--- src/design/voxel_region_editor_unit_macros.svh ---
// Assertion macros used by the voxel region editor datapath.
`ifndef VOXEL_REGION_EDITOR_UNIT_MACROS_SVH
`define VOXEL_REGION_EDITOR_UNIT_MACROS_SVH

// Same-cycle implication, switched off while reset is asserted.
`define VREU_ASSERT_IMP(label, clk, rst_n, ante, cons) \
    label: assert property (@(posedge clk) disable iff (!(rst_n)) (ante) |-> (cons)) \
        else $error("voxel region editor: same-cycle check failed");

// Next-cycle implication, switched off while reset is asserted.
`define VREU_ASSERT_NXT(label, clk, rst_n, ante, cons) \
    label: assert property (@(posedge clk) disable iff (!(rst_n)) (ante) |=> (cons)) \
        else $error("voxel region editor: next-cycle check failed");

`endif

--- src/design/vreu_pkg.sv ---
// Shared types, codes and constants of the voxel region editor.
package vreu_pkg;

    localparam int MAX_DIM_DEF = 32;

    localparam int CFG_W     = 6;
    localparam int CFG_IDX_W = 2;
    localparam logic [CFG_IDX_W-1:0] CFG_SIZE_X = 2'd0;
    localparam logic [CFG_IDX_W-1:0] CFG_SIZE_Y = 2'd1;
    localparam logic [CFG_IDX_W-1:0] CFG_SIZE_Z = 2'd2;
    localparam logic [CFG_W-1:0]     CFG_SIZE_RESET = 6'd32;

    localparam int KIND_W = 2;
    localparam logic [KIND_W-1:0] KIND_FILL    = 2'd0;
    localparam logic [KIND_W-1:0] KIND_SPECKLE = 2'd1;
    localparam logic [KIND_W-1:0] KIND_RECOLOR = 2'd2;
    localparam logic [KIND_W-1:0] KIND_NONE    = 2'd3;

    localparam int COORD_W = 16;
    localparam int COLOR_W = 8;
    localparam int THR_W   = 17;
    localparam int SEED_W  = 32;
    localparam int COUNT_W = 16;
    localparam int HASH_W  = 32;
    localparam int HASH_LOW_W = 16;

    localparam int OFF_AX   = 0;
    localparam int OFF_AY   = 16;
    localparam int OFF_AZ   = 32;
    localparam int OFF_BX   = 48;
    localparam int OFF_BY   = 64;
    localparam int OFF_BZ   = 80;
    localparam int OFF_COL  = 96;
    localparam int OFF_FROM = 104;
    localparam int OFF_THR  = 112;
    localparam int OFF_SEED = 129;
    localparam int TDATA_W  = 168;

    localparam logic [HASH_W-1:0] HASH_PX  = 32'd73856093;
    localparam logic [HASH_W-1:0] HASH_PY  = 32'd19349663;
    localparam logic [HASH_W-1:0] HASH_PZ  = 32'd83492791;
    localparam logic [HASH_W-1:0] HASH_MUL = 32'h5bd1e995;
    localparam int HASH_SH1 = 13;
    localparam int HASH_SH2 = 15;

    typedef struct packed {
        logic clear_step;
        logic capture;
        logic setup1;
        logic setup2;
        logic setup3;
        logic step;
        logic load_result;
    } t_dp_cmd;

    typedef struct packed {
        logic clear_last;
        logic skip;
        logic last_cell;
        logic pipe_busy;
        logic out_busy;
    } t_dp_status;

endpackage

--- src/design/vreu_ctrl.sv ---
// Sequencing state machine of the voxel region editor.
module vreu_ctrl
    import vreu_pkg::*;
(
    input  logic       i_clk,
    input  logic       i_rst_n,
    input  logic       i_in_valid,
    output logic       o_in_ready,
    input  t_dp_status i_status,
    output t_dp_cmd    o_cmd
);

    localparam logic [2:0] ST_CLEAR  = 3'd0;
    localparam logic [2:0] ST_IDLE   = 3'd1;
    localparam logic [2:0] ST_SETUP1 = 3'd2;
    localparam logic [2:0] ST_SETUP2 = 3'd3;
    localparam logic [2:0] ST_SETUP3 = 3'd4;
    localparam logic [2:0] ST_SWEEP  = 3'd5;
    localparam logic [2:0] ST_DRAIN  = 3'd6;
    localparam logic [2:0] ST_RESULT = 3'd7;

    logic [2:0] r_state;
    logic [2:0] n_state;

    always_comb begin
        n_state = r_state;
        o_cmd   = '0;
        case (r_state)
            ST_CLEAR: begin
                o_cmd.clear_step = 1'b1;
                if (i_status.clear_last) begin
                    n_state = ST_IDLE;
                end
            end
            ST_IDLE: begin
                if (i_in_valid) begin
                    o_cmd.capture = 1'b1;
                    n_state = ST_SETUP1;
                end
            end
            ST_SETUP1: begin
                o_cmd.setup1 = 1'b1;
                n_state = ST_SETUP2;
            end
            ST_SETUP2: begin
                o_cmd.setup2 = 1'b1;
                n_state = ST_SETUP3;
            end
            ST_SETUP3: begin
                o_cmd.setup3 = 1'b1;
                n_state = i_status.skip ? ST_RESULT : ST_SWEEP;
            end
            ST_SWEEP: begin
                o_cmd.step = 1'b1;
                if (i_status.last_cell) begin
                    n_state = ST_DRAIN;
                end
            end
            ST_DRAIN: begin
                if (!i_status.pipe_busy) begin
                    n_state = ST_RESULT;
                end
            end
            ST_RESULT: begin
                if (!i_status.out_busy) begin
                    o_cmd.load_result = 1'b1;
                    n_state = ST_IDLE;
                end
            end
            default: begin
                n_state = ST_IDLE;
            end
        endcase
    end

    always_ff @(posedge i_clk) begin
        if (!i_rst_n) begin
            r_state <= ST_CLEAR;
        end else begin
            r_state <= n_state;
        end
    end

    assign o_in_ready = (r_state == ST_IDLE);

endmodule

--- config.mk ---
export PLATFORM = sky130hd
export DESIGN_NAME = vreu_ctrl
export DESIGN_NICKNAME = d
export VERILOG_FILES = /design/src/design/voxel_region_editor_unit_macros.svh /design/src/design/vreu_pkg.sv /design/src/design/vreu_ctrl.sv
export SDC_FILE = /design/constraint.sdc
export NUM_CORES = 1
export LEC_CHECK = 0
export BUFFER_PORTS_ARGS = -buffer_cell sky130_fd_sc_hd__buf_2
export CORE_AREA = 2 2 39 41
export CTS_BUF_LIST = sky130_fd_sc_hd__clkbuf_8 sky130_fd_sc_hd__clkbuf_16
export DETAILED_ROUTE_END_ITERATION = 10
export DIE_AREA = 0 0 41 43
export HOLD_SLACK_MARGIN = 0.02
export PLACE_DENSITY = 0.42
export SLEW_MARGIN = 40
export SYNTH_ARGS = -nofsm -noshare
export SYNTH_HDL_FRONTEND = slang
export SYNTH_SLANG_ARGS = --single-unit
--- constraint.sdc ---
create_clock -name i_clk -period 1.3 [get_ports i_clk]
set_clock_uncertainty 0.1 [all_clocks]
set_input_delay 0.26 -clock i_clk [delete_from_list [all_inputs] [get_ports i_clk]]
set_output_delay 0.26 -clock i_clk [all_outputs]
set_load 0.005 [all_outputs]
==> results.md, run 1 <==
* Outcome: finished, violations left
* Violated checks: setup timing
* CTS tree: done
* Initial Util at 0.205
* CP Data Required Time at around 940 ps
* Most frequent cells in the layout: buf_2, buf_4, nor3b_2, clkbuf_8, buf_6
* Die Y-Extent at 43 um
* Worst slew pin tran at 267 ps
* Placed cell areas at 398 um^2
* Drt first pass iters at 2
* I/O pins at 16
* Fill count at around 160
* Hold Crit Class: in2reg
* Worst path cell trace: buf_4 -> nand2_2 -> nor3b_2 -> buf_2
* GRT Total Usage at 0.103
* Max Root-Sink Buffers at 2
* Area Overhead vs Synth at 80.2%
* RSZ-0062 raised after global routing: true
* Most common cell after layout, fill and taps aside: buf_2
* Mapped cell area at 284 um^2
* Max reg flops at 3
* Die area at 0.00176 mm^2
* Global-route wire length before repair at 1.12 mm
* Worst hold margin at roughly 220 ps
* Library cells used by synthesis at 21
* CTS Buf Count at 3
* Power Density at about 1100 mW/mm^2
* ANT cells at 0
* Ys Warns at 0
* Clock Latency Late Sink at 220 ps
* Post-synthesis cell count at 30
* Die width at 41 um
* Drt wl/cell at ~10 um
* CTS Hold Bufs at 0
* Iteration-0 DRC Markers at 7
* #FFs+latches synth at 3
* Syn_area_per_cell at 9.47 um^2
* Global route overflow at 0
* Antenna-violating nets left at 0
* Final worst-path cycle share at 1.09
* Max-slew violations at 0
* CTS HTree Levels at 1
* CP max FO at 3
* Top reg by flops: r_state
* Biggest regs: r_state x3
* Max-cap violations at 0
* Slowest cell on the critical path: dfxtp_2
* Drc violations at 0
* Num rows at 14
* Fmax at 0.703 GHz
* Clock slew at reported path FFs at 30 ps
* Share of layout cells above drive strength 1 at 0.727
* Final nets at 64
* Leak Pwr at ~0.24 nW
* Final setup viols at 6
* VDD IR max at 0.876 mV
* Design area at 512 um^2
* Vias in the first global route at about 290
* Slew margin rel. at 0.822
* Pin count of the biggest net entering global routing at 10
* CP peak stage delay at roughly 320 ps
* Syn_nets at 38
* CTS root buffer: clkbuf_8
* Total power at around 0.00055 W
* Hold Vio Cnt, Final at 0
* DRT Wirelength at 737 um
* Sequential area share after synthesis at 0.211
* Initial antenna violation count at 0
* Critical path type: reg2out
* Placer congestion estimate at 0.658
* Fin worst setup slack at -122 ps
* Routed vias at 322
* Startpoint types: flip-flop
* Detail Placement HPWL at 533 um
* TritonCTS sink count at 3
* Crit path DAT at between 1000 and 1500 ps
* Core Box Area at roughly 0.0014 mm^2
* Critical path capture point type: primary output
* Port-buffer cells at 15
* Drt via density at 4.54
* Fin crit period at 1420 ps
## metrics by stage
stage           util  TNS (ps)  worst slack, ps  instances
3_3_place_gp   0.288         0             42.3         64
4_1_cts        0.344      -379             -137         70
6_report       0.370      -317             -122         71
2_1_floorplan      -         0             70.1         30
3_5_place_dp   0.288         0             45.4         64
5_1_grt        0.370      -625             -161         71
## cells by family after synthesis
group                     Yosys count  synth area share
AOI/OAI and AO/OA                   6             0.176
and+or+nand+nor                    16             0.449
DFF                                 3             0.211
muxes                               1            0.0396
xor gates and xnor gates            1            0.0308
buffers and inverters               3            0.0925
## critical path: cells and delay by family, from the launching register on
kind	cells	cell delay [ps]
buffers and inverters	2	260
DFF	1	320
and+or+nand+nor	2	260
## power by group
group	leakage (nW)	total [W]	internal [W]	switching [W]
Combinational	0.187	0.000168	0.0000987	0.0000690
Clock	0.0269	0.000268	0.000201	0.0000665
Sequential	0.0261	0.000112	0.000102	0.0000101
Total	0.240	0.000548	0.000402	0.000146
## final timing paths
kind / startpoint / end / slack [ps] / depth (start not counted)
hold / removal: i_rst_n / r_state[0]$_SDFFE_PN0P_ / 220 / 2
setup / recovery: r_state[1]$_SDFFE_PN0P_ / o_cmd[0] / -120 / 4
setup reg to reg: r_state[1]$_SDFFE_PN0P_ / r_state[0]$_SDFFE_PN0P_ / 50 / 5
hold reg to reg: r_state[0]$_SDFFE_PN0P_ / r_state[2]$_SDFFE_PN0P_ / 610 / 3
## per-layer routing
metal	global-route usage	wire length, um	up-vias
met5	0	0	-
met4	0.0800	14	0
met3	0.0628	65	2
met2	0.163	381	12
met1	0.0865	275	148
li1	-	-	160
## cells in the mapped netlist
master	n	area, um^2
a21boi_1	1	7.51
and3b_1	1	8.76
xor2_1	1	8.76
dfxtp_1	3	60.1
nand2_2	1	6.26
and4bb_2	1	12.5
a311o_1	1	10.0
nor3b_2	2	25.0
nor3_1	2	10.0
and2_1	1	6.26
nor4b_2	1	15.0
nand3b_1	1	7.51
nor2_1	2	7.51
nor2b_1	1	6.26
a21oi_1	2	10.0
nor3b_1	3	22.5
o211ai_1	1	7.51
buf_4	2	15.0
buf_6	1	11.3
mux2_2	1	11.3
a2111oi_2	1	15.0
## cell type report
type,instances,area [um^2],share of cell area
multi-input combinational,24,226,0.443
timing repair buffer,24,154,0.301
clock buffer,3,41.3,0.0807
clock inverter,1,3.75,0.00733
tap,16,20.0,0.0391
sequential,3,66.3,0.130
## what timing repair did
action / in CTS / in global routing
pin swaps: 2 / 5
buffers inserted: 2 / 1
setup endpoints to repair: 7 / 10
gates resized for setup: 7 / 4
No activity file was read; power rests on OpenSTA's default activity.
==> inputs of run 2 (changes only) <==
Settings changed: ABC_AREA from default to 1, PLACE_DENSITY 0.42 to 0.45.
==> results.md, run 2 <==
* Outcome: complete, no violations
* I/O pins at 16
* Yosys top cell by area: dfxtp_1
* Worst slew pin tran at between 200 and 250 ps
* Ys Warns at 0
* Critical path capture point type: primary output
* Final worst-path cycle share at 0.996
* CP max FO at 6
* Startpoint types: flip-flop
* Drt first pass iters at 2
* Drt wl/cell at 8.27 um
* Area Overhead vs Synth at 58.0%
* FFs w/ async S/R, synth at 0
* Initial Util at 0.232
* Routed vias at 357
* Final setup viols at 0
* Initial antenna violation count at 0
* Hold Vio Cnt, Final at 0
* Max reg flops at 3
* Main synth FF type: dfxtp_1
* VDD IR max at 0.519 mV
* Port-buffer cells at 15
* Sequential area share after synthesis at 0.187
* Clock Latency Late Sink at 210 ps
* Fill count at 154
* Total power at 0.000816 W
* Die Y-Extent at approximately 43 um
* Crit path DAT at ~930 ps
* Num rows at 14
* Global route overflow at 0
* RSZ-0062 raised after global routing: true
* Mapped cell area at 322 um^2
* Post-layout util at 0.367
* End of the worst hold path: r_state[1]$_SDFFE_PN0P_
* Worst r2r src: r_state[0]$_SDFFE_PN0P_
* Fin crit period at 1290 ps
* Placer congestion estimate at approximately 0.8
* CTS tree: done
* Core Box Area at 0.00138 mm^2
* Die area at 0.00176 mm^2
* GRT Total Usage at 0.0962
* Critical path type: reg2out
* Post-synthesis cell count at 52
* Detail Placement HPWL at ~550 um
* Drc violations at 0
* Biggest regs: r_state x3
* Fmax at between 0.7 and 0.8 GHz
* Top reg by flops: r_state
* Leak Pwr at about 0.30 nW
* Max-cap violations at 0
* CTS Hold Bufs at 0
* Drt via density at about 4.0
* Share of layout cells above drive strength 1 at 0.581
* Top post-synthesis cells by area: dfxtp_1, nor2_1, nand3_2
* Die width at 41 um
* Global-route wire length before repair at 1.09 mm
* Iteration-0 DRC Markers at 4
* ANT cells at 0
* Flop2flop setup slack at 90 ps
* Power Density at approximately 1600 mW/mm^2
* Syn_area_per_cell at roughly 6 um^2
* Worst hold start: i_rst_n
* Antenna-violating nets left at 0
* Clock slew at reported path FFs at 30 ps
* CTS root buffer: clkbuf_8
* Placed cells at 83
* Pin count of the biggest net entering global routing at 8
* CP Data Required Time at 940 ps
* Setup WS pre-CTS at -17.5 ps
* CP peak stage delay at roughly 370 ps
* Final nets at 83
* DRT Wirelength at 744 um
* Max-slew violations at 0
* Worst reg2reg path depth at 8
* #FFs+latches synth at 3
* Slew margin rel. at 0.850
* Most common cell after layout, fill and taps aside: buf_2
* Worst path cell trace: inv_4 -> nand3_2 -> nor2_1 -> buf_2
* Hold Crit Class: in2reg
* CTS HTree Levels at 1
* TritonCTS sink count at 3
* Worst Hold Depth at 3
* Finished Layout Cells at 90
* Fin worst setup slack at 5.37 ps
* Max Root-Sink Buffers at 2
* Syn_nets at 60
* Most frequent cell after synthesis: nor2_1
* Most frequent cells after synthesis: nor2_1, inv_1, nand2_1
* Library cells used by synthesis at 16
* Slowest cell on the critical path: dfxtp_4
* CTS Buf Count at 3
* FF-to-FF End: r_state[0]$_SDFFE_PN0P_
* Vias in the first global route at 277
* Most frequent cells in the layout: buf_2, nor2_1, inv_1, nand2_1
* EDFF count, synth at 0
* Synth top area share at 0.187
## run 2: final cells by class
class / instances / area [um^2] / share of cell area
well taps: 16 / 20.0 / 0.0394
flip-flops and latches: 3 / 71.3 / 0.140
clock buffers: 3 / 41.3 / 0.0813
inverters: 12 / 52.6 / 0.103
clock inverters: 1 / 3.75 / 0.00739
multi-input cells: 35 / 206 / 0.406
repair buffers: 20 / 113 / 0.222
## run 2: kinds of logic (layout without fill, tap and decap cells)
logic type,after synthesis,in the layout,synth area share
AND/OR/NAND/NOR,32,32,0.529
buffers and inverters,14,36,0.226
AO/OA/AOI/OAI,3,3,0.0583
flip-flops,3,3,0.187
## run 2: metrics by stage
stage / cell area (um^2) / setup TNS (ps) / hold slack, ps
floorplan: 322 / 0 / 281
global placement: 409 / -12.1 / 415
detailed placement: 409 / -33.9 / 419
CTS: 488 / -7.75 / 187
global route: 508 / -271 / 195
finish: 508 / 0 / 189
## run 2: layer usage
metal | up-vias | GRT usage | wire (um)
met3 | 0 | 0.0314 | 46
li1 | 197 | - | -
met1 | 147 | 0.121 | 353
met2 | 13 | 0.125 | 344
met4 | 0 | 0.0800 | 0
met5 | - | 0 | 0
## run 2: repair_timing
| action | CTS | global route |
|---|---|---|
| endpoints found under the setup margin | 10 | 9 |
| resized for setup | 8 | 4 |
| setup buffers | 2 | 1 |
| pin swaps | 1 | 0 |
## run 2: where the power goes
group	switching [W]	leakage (nW)	internal (W)
Sequential	0.0000694	0.0267	0.000131
Combinational	0.000183	0.243	0.000175
Clock	0.0000574	0.0269	0.000201
Total	0.000310	0.296	0.000506
## run 2: worst max-delay path: cells and delay by family, from the launching register on
kind,cells,cell delay (ps)
flip-flops,1,370
AND/OR/NAND/NOR,2,180
buffers and inverters,2,180
## run 2: how the worst max path moves through the flow
| stage | cells after the start | to | slack, ps | start |
|---|---|---|---|---|
| 2_1_floorplan | 9 | r_state[1]$_SDFFE_PN0P_ | 160 | r_state[2]$_SDFFE_PN0P_ |
| 3_3_place_gp | 5 | r_state[1]$_SDFFE_PN0P_ | -10 | r_state[0]$_SDFFE_PN0P_ |
| 3_5_place_dp | 7 | r_state[1]$_SDFFE_PN0P_ | -20 | r_state[2]$_SDFFE_PN0P_ |
| 4_1_cts | 3 | o_cmd[0] | -5 | r_state[1]$_SDFFE_PN0P_ |
| 5_1_grt | 4 | o_cmd[5] | -60 | r_state[1]$_SDFFE_PN0P_ |
| 6_report | 4 | o_cmd[5] | 5 | r_state[1]$_SDFFE_PN0P_ |
==> inputs of run 3 (changes only) <==
Settings changed: PLACE_DENSITY 0.45 to 0.46.
Clock period 1.3 ns to 1 ns, I/O delays scaled along.
==> results.md, run 3 (same netlist as run 2, synthesis figures left out) <==
* Setup TNS Final at -2700 ps
* Post-layout util at 0.442
* Drt wl/cell at roughly 8.7 um
* Slew margin rel. at 0.821
* Worst Hold Depth at 3
* Crit path DAT at 990 ps
* CTS HTree Levels at 1
* Die width at 41 um
* RSZ-0062 raised after global routing: true
* Final nets at 89
* Max reg flops at 3
* Port-buffer cells at 15
* Worst r2r src: r_state[2]$_SDFFE_PN0P_
* Initial antenna violation count at 0
* Drt via density at 4.05
* Critical path type: reg2out
* Most common cell after layout, fill and taps aside: buf_2
* Biggest regs: r_state x3
* CP peak stage delay at 390 ps
* CP Data Required Time at 700 ps
* Startpoint types: flip-flop
* Seq pwr share at 0.216
* Clock Latency Late Sink at between 200 and 250 ps
* Worst hold start: i_rst_n
* Fin crit period at 1290 ps
* Design area at about 610 um^2
* Max Root-Sink Buffers at 2
* Drt first pass iters at 4
* Flop2flop setup slack at -240 ps
* TritonCTS sink count at 3
* Placer congestion estimate at 0.700
* Iteration-0 DRC Markers at 2
* I/O pins at 16
* CTS tree: done
* ANT cells at 0
* Drc violations at 0
* Final worst-path cycle share at 1.29
* Clock share of power at 0.278
* Global-route wire length before repair at between 1 and 1.5 mm
* Worst hold margin at roughly 120 ps
* Die area at 0.00176 mm^2
* FF-to-FF End: r_state[1]$_SDFFE_PN0P_
* Net Sw Frac at 0.384
* Fmax at 0.777 GHz
* Hold Vio Cnt, Final at 0
* End of the worst hold path: r_state[0]$_SDFFE_PN0P_
* CTS Buf Count at 3
* Slowest cell on the critical path: dfxtp_4
* Core Box Area at 0.00138 mm^2
* Antenna-violating nets left at 0
* Most frequent cells in the layout: buf_2, inv_1, nor2_1, buf_4
* Initial Util at 0.232
* Worst path cell trace: clkinv_4 -> buf_6 -> nor2_1 -> buf_2
* Worst slew pin tran at around 270 ps
* CTS root buffer: clkbuf_8
* Fin worst setup slack at -287 ps
* DRT Wirelength at between 800 and 900 um
* Top reg by flops: r_state
* CP max FO at 6
* Share of layout cells above drive strength 1 at 0.713
* Internal power at 0.000769 W
* VDD IR max at 0.836 mV
* Worst reg2reg path depth at 8
* Pin count of the biggest net entering global routing at 8
* Detail Placement HPWL at 587 um
* Outcome: finished, violations left
* Combinational power share at 0.506
* Power Density at approximately 2000 mW/mm^2
* Net Switching at approximately 0.00048 W
* Die Y-Extent at 43 um
* Clock slew at reported path FFs at 30 ps
* Hold Crit Class: in2reg
* CTS Hold Bufs at 0
* Num rows at 14
* Routed vias at approximately 400
* Max-slew violations at 0
* Vias in the first global route at 338
* Violated checks: setup timing
* Placed cell areas at 455 um^2
* Area Overhead vs Synth at 90.3%
* Fill count at 149
* Leak Pwr at 0.338 nW
* Final setup viols at 11
* GRT Total Usage at 0.115
* Global route overflow at 0
* Critical path capture point type: primary output
* Max-cap violations at 0
==> run 3: cell count changes in the layout (fill, tap and decap cells not counted), moves of 2 or more <==
cell / before / now
buf_4: 5 / 7
nor2_2: 2 / 4
nand3_1: 2 / 0
buf_6: 0 / 5
nor2_1: 10 / 7
==> run 3: how the worst max path moves through the flow <==
stage | slack, ps | from | cells after the start | endpoint
5_1_grt | -330 | r_state[2]$_SDFFE_PN0P_ | 4 | o_cmd[1]
4_1_cts | -290 | r_state[2]$_SDFFE_PN0P_ | 4 | o_cmd[2]
2_1_floorplan | -110 | r_state[0]$_SDFFE_PN0P_ | 6 | r_state[1]$_SDFFE_PN0P_
3_3_place_gp | -270 | r_state[2]$_SDFFE_PN0P_ | 7 | r_state[0]$_SDFFE_PN0P_
6_report | -290 | r_state[2]$_SDFFE_PN0P_ | 4 | o_cmd[2]
3_5_place_dp | -290 | r_state[0]$_SDFFE_PN0P_ | 5 | r_state[1]$_SDFFE_PN0P_
==> run 3: per-layer routing <==
metal  global-route usage  part of all wire
met5                    0                 0
met4               0.0800             0.028
met3               0.0471             0.088
met2                0.169              0.49
met1                0.128              0.40
==> run 3: what timing repair did <==
action | 4_1_cts | 5_1_grt
pin swaps | 5 | 1
gates resized for setup | 16 | 6
endpoints found under the setup margin | 11 | 11
buffers inserted | 4 | 1
gates cloned | 0 | 0
==> run 3: power by group through the flow <==
stage / Clock, W / Combinational (W) / Sequential (W)
detailed placement: 0 / 0.000441 / 0.000230
floorplan: 0 / 0.000343 / 0.000186
finish: 0.000347 / 0.000632 / 0.000269
global route: 0.000366 / 0.000698 / 0.000276
CTS: 0.000359 / 0.000563 / 0.000268
global placement: 0 / 0.000448 / 0.000228
==> run 3: worst max-delay path: cells and delay by family, from the launching register on <==
family	cells	cell delay (ps)
flip-flops	1	390
AND/OR/NAND/NOR	1	70
buffers and inverters	3	310
==> run 3: layout make-up <==
| class | instances | area (um^2) | share of cell area |
|---|---|---|---|
| clock buffers | 3 | 41.3 | 0.0675 |
| flip-flops and latches | 3 | 71.3 | 0.117 |
| well taps | 16 | 20.0 | 0.0327 |
| clock inverters | 1 | 3.75 | 0.00613 |
| repair buffers | 26 | 179 | 0.292 |
| multi-input cells | 35 | 244 | 0.399 |
| inverters | 12 | 52.6 | 0.0859 |
==> run 3: stage by stage <==
step                      power (W)  cells  setup slack, ps
after floorplan            0.000529     52             -108
after global placement     0.000676     87             -269
after detailed placement   0.000671     87             -285
after CTS                   0.00119     95             -291
after global routing        0.00134     96             -327
final                       0.00125     96             -287
